[config.mk]
export PLATFORM = sky130hd
export DESIGN_NAME = smf_ctrl
export DESIGN_NICKNAME = d
export VERILOG_FILES = /design/src/smf_pkg.sv /design/src/smf_ctrl.sv
export SDC_FILE = /design/constraint.sdc
export NUM_CORES = 1
export LEC_CHECK = 0
export BUFFER_PORTS_ARGS = -buffer_cell sky130_fd_sc_hd__buf_2
export CAP_MARGIN = 0
export CORE_MARGIN = 2
export CORE_UTILIZATION = 50
export CTS_BUF_LIST = sky130_fd_sc_hd__clkbuf_16
export DETAILED_ROUTE_END_ITERATION = 10
export PLACE_DENSITY_LB_ADDON = 0.12
export SYNTH_ARGS = -nofsm -noshare
export SYNTH_HDL_FRONTEND = slang
export SYNTH_SLANG_ARGS = --single-unit
[constraint.sdc]
create_clock -name clk_i -period 2.5 [get_ports clk_i]
set_input_delay 0.375 -clock clk_i [delete_from_list [all_inputs] [get_ports clk_i]]
set_output_delay 0.375 -clock clk_i [all_outputs]
set_load 0.01 [all_outputs]
[src/smf_pkg.sv]
package smf_pkg;

  localparam int unsigned MaxRows    = 4096;
  localparam int unsigned MaxCols    = 4096;
  localparam int unsigned MaxFactors = 16;
  localparam int unsigned RowW       = $clog2(MaxRows);
  localparam int unsigned ColW       = $clog2(MaxCols);
  localparam int unsigned FacW       = $clog2(MaxFactors);

  localparam logic [2:0] KindTrain = 3'd0;
  localparam logic [2:0] KindEval  = 3'd1;
  localparam logic [2:0] KindWrRow = 3'd2;
  localparam logic [2:0] KindWrCol = 3'd3;
  localparam logic [2:0] KindRdRow = 3'd4;
  localparam logic [2:0] KindRdCol = 3'd5;
  localparam logic [2:0] KindClear = 3'd6;

  localparam logic [2:0] CfgFactorCount = 3'd0;
  localparam logic [2:0] CfgLearnRate   = 3'd1;
  localparam logic [2:0] CfgBiasReg     = 3'd2;
  localparam logic [2:0] CfgFactorReg   = 3'd3;
  localparam logic [2:0] CfgGlobalMean  = 3'd4;

  localparam logic [62:0] AccMax = {63{1'b1}};

  // datapath operations issued by the controller
  typedef enum logic [3:0] {
    OpNone,
    OpLatch,     // capture item, issue bias reads
    OpBiasLoad,  // bias read data arrives, start residual
    OpFacRead,   // read factor k of both vectors
    OpDotMul,    // product of factor pair
    OpDotAcc,    // subtract rounded product
    OpResid,     // saturate residual
    OpBiasGrad,  // bias gradients
    OpBiasStep,  // lr multiply for biases
    OpBiasWr,    // write biases
    OpFacGrad,   // factor gradients
    OpFacStep,   // lr multiply for factors
    OpFacWr,     // write factors
    OpEvalSq,    // square residual
    OpEvalAcc,   // update sums
    OpMisc       // write, read, clear
  } dp_op_e;

  typedef struct packed {
    dp_op_e           op;
    logic [FacW-1:0]  k;
  } dp_cmd_t;

  function automatic logic signed [31:0] sat32(input logic signed [65:0] x);
    if (x > 66'sd2147483647) return 32'sh7fffffff;
    if (x < -66'sd2147483648) return 32'sh80000000;
    return x[31:0];
  endfunction

  // round Q.48 to Q.24, floor after adding half
  function automatic logic signed [65:0] round24(input logic signed [65:0] x);
    logic signed [65:0] t;
    t = x + 66'sd8388608;
    return t >>> 24;
  endfunction

endpackage

[src/smf_ctrl.sv]
module smf_ctrl import smf_pkg::*; (
  input  logic       clk_i,
  input  logic       rst_ni,
  input  logic       in_valid,
  output logic       in_stall,
  input  logic [2:0] kind_i,
  input  logic [4:0] nf_i,
  output logic       out_valid,
  input  logic       out_stall,
  output dp_cmd_t    cmd_o
);

  localparam logic [3:0] SIdle = 4'd0, SBias = 4'd1, SFRd = 4'd2, SFMul = 4'd3,
    SFAcc = 4'd4, SRes = 4'd5, SBGrad = 4'd6, SBStep = 4'd7, SBWr = 4'd8,
    SUGrd = 4'd9, SUStep = 4'd10, SUWr = 4'd11, SSq = 4'd12, SAcc = 4'd13,
    SMisc = 4'd14, SOut = 4'd15;

  logic [3:0]      st_q, st_d;
  logic [FacW:0]   k_q, k_d;
  logic [2:0]      kind_q, kind_d;
  logic            train;

  assign train    = kind_q == KindTrain;
  assign in_stall = (st_q != SIdle);
  assign out_valid = (st_q == SOut);

  always_comb begin
    st_d = st_q; k_d = k_q; kind_d = kind_q;
    cmd_o.op = OpNone;
    cmd_o.k  = k_q[FacW-1:0];
    unique case (st_q)
      SIdle: if (in_valid) begin
        cmd_o.op = OpLatch; kind_d = kind_i; k_d = '0;
        st_d = (kind_i == KindTrain || kind_i == KindEval) ? SBias : SMisc;
      end
      SBias: begin
        cmd_o.op = OpBiasLoad;
        st_d = (nf_i == 5'd0) ? SRes : SFRd;
      end
      SFRd: begin cmd_o.op = OpFacRead; st_d = SFMul; end
      SFMul: begin cmd_o.op = OpDotMul; st_d = SFAcc; end
      SFAcc: begin
        cmd_o.op = OpDotAcc; k_d = k_q + 1'b1;
        st_d = ((FacW+1)'(nf_i) <= k_q + 1'b1) ? SRes : SFRd;
      end
      SRes: begin cmd_o.op = OpResid; k_d = '0; st_d = train ? SBGrad : SSq; end
      SBGrad: begin cmd_o.op = OpBiasGrad; st_d = SBStep; end
      SBStep: begin cmd_o.op = OpBiasStep; st_d = SBWr; end
      SBWr: begin
        cmd_o.op = OpBiasWr;
        st_d = (nf_i == 5'd0) ? SOut : SUGrd;
      end
      SUGrd: begin cmd_o.op = OpFacGrad; st_d = SUStep; end
      SUStep: begin cmd_o.op = OpFacStep; st_d = SUWr; end
      SUWr: begin
        cmd_o.op = OpFacWr; k_d = k_q + 1'b1;
        st_d = ((FacW+1)'(nf_i) <= k_q + 1'b1) ? SOut : SUGrd;
      end
      SSq: begin cmd_o.op = OpEvalSq; st_d = SAcc; end
      SAcc: begin cmd_o.op = OpEvalAcc; st_d = SOut; end
      SMisc: begin cmd_o.op = OpMisc; st_d = SOut; end
      SOut: if (!out_stall) st_d = SIdle;
      default: st_d = SIdle;
    endcase
  end

  always_ff @(posedge clk_i or negedge rst_ni) begin
    if (!rst_ni) begin
      st_q <= SIdle; k_q <= '0; kind_q <= '0;
    end else begin
      st_q <= st_d; k_q <= k_d; kind_q <= kind_d;
    end
  end

endmodule

==> metrics.md, run 1 <==
| Metric | Value |
|---|---|
| Postcts setup bufs | 0 |
| CTS H-tree depth | 1 |
| Ys async rst share | 100% |
| WS Path Type | reg -> reg |
| Setup tns final | 0 ns |
| FP Rows | 15 |
| Leakage | 0.000508 uW |
| # setup viols final | 0 |
| Layout cells sized above 1 | ~28% |
| Setup ws final | 0.323 ns |
| Worst-path clk slew | 0.04 ns |
| Ports | 22 |
| CP max FO | 5 |
| Avg Vias per Cell | between 5 and 6 |
| Maximum clock insertion buffer count | 2 |
| CTS resizes | 0 |
| Pre-CTS setup slack | 0.317 ns |
| RSZ-0062 raised after global routing | false |
| RR Startpoint | k_q[0] |
| Post-Syn Nets | 123 |
| Die footprint | 2300 um^2 |
| DRT Pass-1 Iters | 4 |
| Syn Inst Count | 105 |
| Synthesized cell area | between 900 and 1000 um^2 |
| CTS tree | done |
| CP max stage cell | dfrtp_1 |
| Critical Path RT | between 2 and 3 ns |
| Via count | about 810 |
| Avg WL per Cell | 12.7 um |
| CP Capture Type | flip-flop |
| Critical path arrival | 2.27 ns |
| Crit path time final | between 2 and 2.5 ns |
| Layout area overhead | 15.3% |
| Fin. Hold Viols | 0 |
| Final Max Tran Viols | 0 |
| Maximum VDD drop | 0.905 mV |
| Status | completed |
| Slew @ Worst Pin | 0.448 ns |
| Net count, final | 141 |
| Hpwl dp | 1510 um |
| Vias in the first global route | 727 |
| Top cell by count, worst path | ha_1 |
| Total track usage | 19.3% |
| EDFF count, synth | 0 |
| Max Cap Viol | 0 |
| Die height | 47.9 um |
| Fill cells | ~180 |
| Die Wd | 47.9 um |
| Startpoint types | flip-flop |
| First-pass GRT wire length | 3050 um |
| Root Driver | clkbuf_16 |
| Routability Congestion | 0.834 |
| Count of state elements after synthesis | 12 |
| Yosys cell types | 39 |
| Clock buffer count from CTS | 3 |
| Antenna Cells | 0 |
| Initial Util | between 50% and 60% |
| Skew final | 0.00350 ns |
| Fmax | 0.459 GHz |
| DRT Wirelength | 1870 um |
| Delay-heaviest family, CP | compound AO/OA/AOI/OAI gates |
| DR iter-0 viols | 22 |
| Congestion Overflow GR | 0 |
| Clock latency on the worst-skew pair | about 0.23 ns |
| Sink Count | 12 |
| PortBufs | 21 |
| Critical Path, Cell by Cell | ha_1 > xnor2_1 > ha_1 > o21ai_0 > a21oi_1 > o31ai_1 > mux2i_1 > a41oi_1 |
| Core footprint | around 1800 um^2 |
| Antenna violations before repair | 0 |
| Ys Warns | 0 |
| WP buf/inv | 0 |
| DRC Markers | 0 |
| Slew headroom | 70.1% |
| Antenna Nets Post-Route | 0 |
| Hold buffer count at CTS | 0 |
| Worst setup path startpoint | k_q[0] |
| Period utilization | 87.1% |
| Syn Area/Cell | 9.19 um^2 |
| Hold/Removal Path Class | in -> async |
| Pin count of the biggest net entering global routing | 15 |
| Power Density | 1320 nW/um^2 |
| Seq/Total Area, Yosys | between 30% and 40% |
| Top FF cell, synth | dfrtp_1 |
| Slowest stage delay, CP | 0.42 ns |
cells in the final DEF (no fill, tap or decap):
cell,instances
inv_1,8
mux2i_1,2
o32ai_2,1
nand2b_1,2
buf_2,21
nor2_1,12
nand3_1,4
a31oi_1,2
nor3b_1,1
a41oi_1,1
dfrtp_1,12
clkinv_1,1
o31ai_1,1
ha_1,6
clkbuf_16,3
xor2_1,1
and4_1,1
or4_1,1
nor4b_2,1
o221ai_2,1
or4_4,1
nor3_1,2
o22ai_1,3
nor2b_2,1
and3_1,1
a21oi_1,7
a22oi_1,1
xnor2_1,5
o22a_1,1
mux2_2,3
o21ai_1,2
nand2_1,3
and2_1,1
a211oi_1,1
nand3b_1,1
a21o_1,1
o22a_4,1
a221oi_1,1
nor2_4,1
o21ai_0,3
flip-flops by register name (all words and copies together) (netlist names):
signal  count
k_q         5
kind_q      3
st_q        4
through the flow:
stage | power [uW] | util (%) | std cells | cell area [um^2] | hold slack (ns)
detailed placement | 1190 | 58.6 | 143 | 1030 | 0.261
CTS | 1480 | 63.0 | 147 | 1110 | 0.0114
floorplan | 1060 | - | 105 | 965 | 0.0794
global placement | 1170 | 58.6 | 143 | 1030 | 0.257
finish | 1470 | 63.0 | 147 | 1110 | 0.00354
global route | 1620 | 63.0 | 147 | 1110 | 0.0237
report_power, final:
group | switching, uW | leakage (uW) | internal, uW
Combinational | 381 | 0.000319 | 357
Clock | 73.2 | 0.0000385 | 210
Sequential | 167 | 0.000150 | 285
Total | 621 | 0.000508 | 852
cell families (layout without fill, tap and decap cells):
| kind of cell | Yosys count | after routing | synth area share [%] |
|---|---|---|---|
| mux | 5 | 5 | 5.58 |
| flops | 12 | 12 | 31.1 |
| compound gates | 27 | 27 | 20.4 |
| simple gates | 33 | 33 | 19.6 |
| buf+inv | 16 | 33 | 10.1 |
| xor+xnor | 6 | 6 | 5.45 |
| fa+ha+maj | 6 | 6 | 7.78 |
path summary, 6_finish.rpt:
kind / endpoint / slack (ns) / depth (start not counted)
min in group clk_i: kind_q[0] / 0.38 / 2
max in group asynchronous: kind_q[1] / 2.29 / 1
min reg2reg: k_q[4] / 0.53 / 2
min: st_q[0] / 0.004 / 1
max: st_q[1] / 0.32 / 8
max reg2reg: st_q[1] / 0.32 / 8
metal layers:
layer	part of all wire [%]	GRT usage [%]	up-vias
met4	1.3	11.4	0
li1	-	-	411
met3	4.6	2.26	4
met5	0	0	-
met2	45	28.3	27
met1	49	27.4	364
synth_stat cells, drive strengths merged, types with 2 or more instances:
library cell / instances / area (um^2)
or4: 2 / 18.8
nand2b: 2 / 12.5
mux2i: 2 / 20.0
nor2: 13 / 56.3
buf: 8 / 67.6
o22a: 2 / 26.3
nand3: 4 / 20.0
nor3: 2 / 10.0
mux2: 3 / 33.8
ha: 6 / 75.1
xnor2: 5 / 43.8
o21ai: 5 / 25.0
a21oi: 7 / 35.0
dfrtp: 12 / 300
o22ai: 3 / 18.8
inv: 8 / 30.0
nand2: 3 / 11.3
a31oi: 2 / 12.5
cell type report:
| class | count | area [um^2] | share of cell area [%] |
|---|---|---|---|
| Clock buffer | 3 | 75.1 | 6.75 |
| Clock inverter | 1 | 3.75 | 0.337 |
| Inverter | 8 | 30.0 | 2.70 |
| Multi-Input combinational cell | 77 | 567 | 51.0 |
| Sequential cell | 12 | 300 | 27.0 |
| Tap cell | 25 | 31.3 | 2.81 |
| Timing Repair Buffer | 21 | 105 | 9.45 |
No activity file was read; power rests on OpenSTA's default activity.
==> run 2, diff against run 1 <==
--- a/config.mk
+++ b/config.mk
@@ -7,7 +7,7 @@
 export LEC_CHECK = 0
 export BUFFER_PORTS_ARGS = -buffer_cell sky130_fd_sc_hd__buf_2
 export CAP_MARGIN = 0
-export CORE_MARGIN = 2
+export CORE_MARGIN = 10
 export CORE_UTILIZATION = 50
 export CTS_BUF_LIST = sky130_fd_sc_hd__clkbuf_16
 export DETAILED_ROUTE_END_ITERATION = 10
==> run 2 against run 1 <==
  * The run now ends with negative hold slack left
  * Global-route usage is 9.5 points lower
  * Hold slack lost 0.0064 ns
  * Clock skew increased by 0.0018 ns
  * Sequential cell count stayed put
  * Sequential power shrank 1%
  * Critical path depth is the same
  * Combinational power increased by 0.7%
  * Register-to-register slack got worse by 0.04 ns
  * Clock-buffer cell count unchanged
  * Non-clock buffer count stayed put
  * Cell area did not move
  * Critical endpoint unchanged
==> metrics.md, run 2 (synthesis results as in run 1) <==
| Metric | Value |
|---|---|
| Status | complete, but fails checks (was completed) |
| Failing checks | negative hold slack |
| Reg2reg setup slack | 0.28 ns (was 0.32 ns) |
| Pint | 851 uW (was 852 uW) |
| Placed insts | 143 (unchanged) |
| Sink Count | 12 (unchanged) |
| # setup viols final | 0 (unchanged) |
| Slew @ Worst Pin | 0.461 ns (was 0.448 ns) |
| Worst-path clk slew | 0.04 ns (about the same) |
| DRT Wirelength | 2070 um (was 1870 um) |
| Congestion Overflow GR | 0 (unchanged) |
| Reg power frac | 30.2% (was 30.7%) |
| Top Registers | k_q x5, st_q x4, kind_q x3 (unchanged) |
| FF-to-FF End | st_q[1] (unchanged) |
| Final hold slack | -0.00282 ns (was 0.00354 ns) |
| Psw | 630 uW (was 621 uW) |
| Power Density | 1330 nW/um^2 (was 1320 nW/um^2) |
| Clock buffer count from CTS | 3 (unchanged) |
| Startpoint types | flip-flop (unchanged) |
| DR iter-0 viols | 15 (was 22) |
| CP Capture Type | flip-flop (unchanged) |
| First-pass GRT wire length | 3320 um (was 3050 um) |
| Initial Util | 54.1% (was 54.7%) |
| Overall power | 1480 uW (was 1470 uW) |
| CP max stage cell | dfrtp_1 (unchanged) |
| Hpwl dp | 1660 um (was 1510 um) |
| Routability Congestion | 0.866 (was 0.834) |
| PortBufs | 21 (unchanged) |
| CTS H-tree depth | 1 (unchanged) |
| Avg WL per Cell | 14.1 um (was 12.7 um) |
| Max Cap Viol | 0 (unchanged) |
| Critical Path, Cell by Cell | ha_1 > xnor2_1 > ha_1 > o21ai_0 > a21oi_1 > o31ai_1 > mux2i_1 > a41oi_1 (unchanged) |
| Period utilization | 88.6% (was 87.1%) |
| WP buf/inv | 0 (unchanged) |
| Switching share of power | 42.5% (was 42.2%) |
| WS Path Type | reg -> reg (unchanged) |
| Most common cell after layout, fill and taps aside | buf_2 (unchanged) |
| Slowest stage delay, CP | 0.42 ns (about the same) |
| Commonest non-fill, non-tap cells in the layout | 21 x buf_2, 12 x nor2_1, 12 x dfrtp_1, 8 x inv_1, 7 x a21oi_1 (unchanged) |
| Maximum clock insertion buffer count | 2 (unchanged) |
| Total track usage | 9.81% (was 19.3%) |
| CP max FO | 5 (unchanged) |
| Final Max Tran Viols | 0 (unchanged) |
| RSZ-0062 raised after global routing | false (unchanged) |
| Hold buffer count at CTS | 0 (unchanged) |
| DRC Markers | 0 (unchanged) |
| R2R cell count | 8 (unchanged) |
| Fin. Hold Viols | 7 (was 0) |
| Top cell by count, worst path | ha_1 (unchanged) |
| Vias in the first global route | 718 (was 727) |
| Setup tns final | 0 ns (unchanged) |
| Pin count of the biggest net entering global routing | 15 (unchanged) |
| Avg Vias per Cell | 5.41 (was 5.48) |
| Hold/Removal Path Class | in -> async (unchanged) |
| Leakage | 0.000508 uW (unchanged) |
| RR Startpoint | k_q[0] (unchanged) |
| Core footprint | 1780 um^2 (was 1760 um^2) |
| Non-Filler Instances | 147 (unchanged) |
| Die Wd | 63.9 um (was 47.9 um) |
| Root Driver | clkbuf_16 (unchanged) |
| Maximum VDD drop | 0.741 mV (was 0.905 mV) |
| Net count, final | 141 (unchanged) |
| Layout cells sized above 1 | 27.9% (unchanged) |
| Critical Path RT | 2.58 ns (was 2.59 ns) |
| CTS tree | done (unchanged) |
| Fmax | 0.451 GHz (was 0.459 GHz) |
| Antenna Cells | 0 (unchanged) |
| CTS resizes | 0 (unchanged) |
| Antenna violations before repair | 0 (unchanged) |
| Clock latency on the worst-skew pair | 0.24 ns (was 0.23 ns) |
| Die footprint | 4090 um^2 (was 2300 um^2) |
| Die height | 63.9 um (was 47.9 um) |
| Largest Register | k_q (unchanged) |
| Skew final | 0.00529 ns (was 0.00350 ns) |
| Largest register FFs | 5 (unchanged) |
| Antenna Nets Post-Route | 0 (unchanged) |
| Comb pwr share | 50.2% (was 50.1%) |
| Layout area overhead | 15.3% (unchanged) |
| Ports | 22 (unchanged) |
| Delay-heaviest family, CP | compound AO/OA/AOI/OAI gates (unchanged) |
| DRT Pass-1 Iters | 4 (unchanged) |
| Clk pwr share | 19.7% (was 19.2%) |
| FP Rows | 15 (unchanged) |
| Via count | 796 (was 806) |
| Crit path time final | 2.22 ns (was 2.18 ns) |
| Postcts setup bufs | 0 (unchanged) |
| Critical path arrival | 2.30 ns (was 2.27 ns) |
| Slew headroom | 69.3% (was 70.1%) |
==> run 2: per-stage QoR <==
step,worst slack [ns],utilization [%],instance area (um^2)
finish,0.285,62.4,1110
detailed placement,0.280,58.0,1030
global route,0.0663,62.4,1110
global placement,0.369,58.0,1030
CTS,0.266,62.4,1110
floorplan,0.466,-,965
==> run 2: final cells by class <==
class | instances | area [um^2]
inverters | 8 | 30.0
repair buffers | 21 | 105
fillers | 163 | 671
well taps | 25 | 31.3
flip-flops and latches | 12 | 300
clock buffers | 3 | 75.1
clock inverters | 1 | 3.75
multi-input cells | 77 | 567
==> run 2: worst max path at each step <==
stage	slack (ns)	cells after the start	startpoint	to
finish	0.28	8	k_q[0]	st_q[1]
global route	0.07	9	k_q[0]	st_q[1]
floorplan	0.47	8	k_q[0]	st_q[1]
global placement	0.37	8	k_q[0]	st_q[1]
detailed placement	0.28	8	k_q[0]	st_q[1]
CTS	0.27	8	k_q[0]	st_q[1]
==> run 2: power by group through the flow <==
stage	sequential [uW]	combinational, uW	clock (uW)
after detailed placement	448	749	0
after global routing	469	848	307
final	447	743	291
after floorplan	351	707	0
after CTS	446	755	293
after global placement	446	739	0
==> run 2: layer usage <==
metal,up-vias,routed length [um],GRT usage (%)
met1,363,1020,12.6
met4,0,25,4.64
li1,414,-,-
met3,2,143,3.66
met5,-,0,0
met2,17,882,14.1
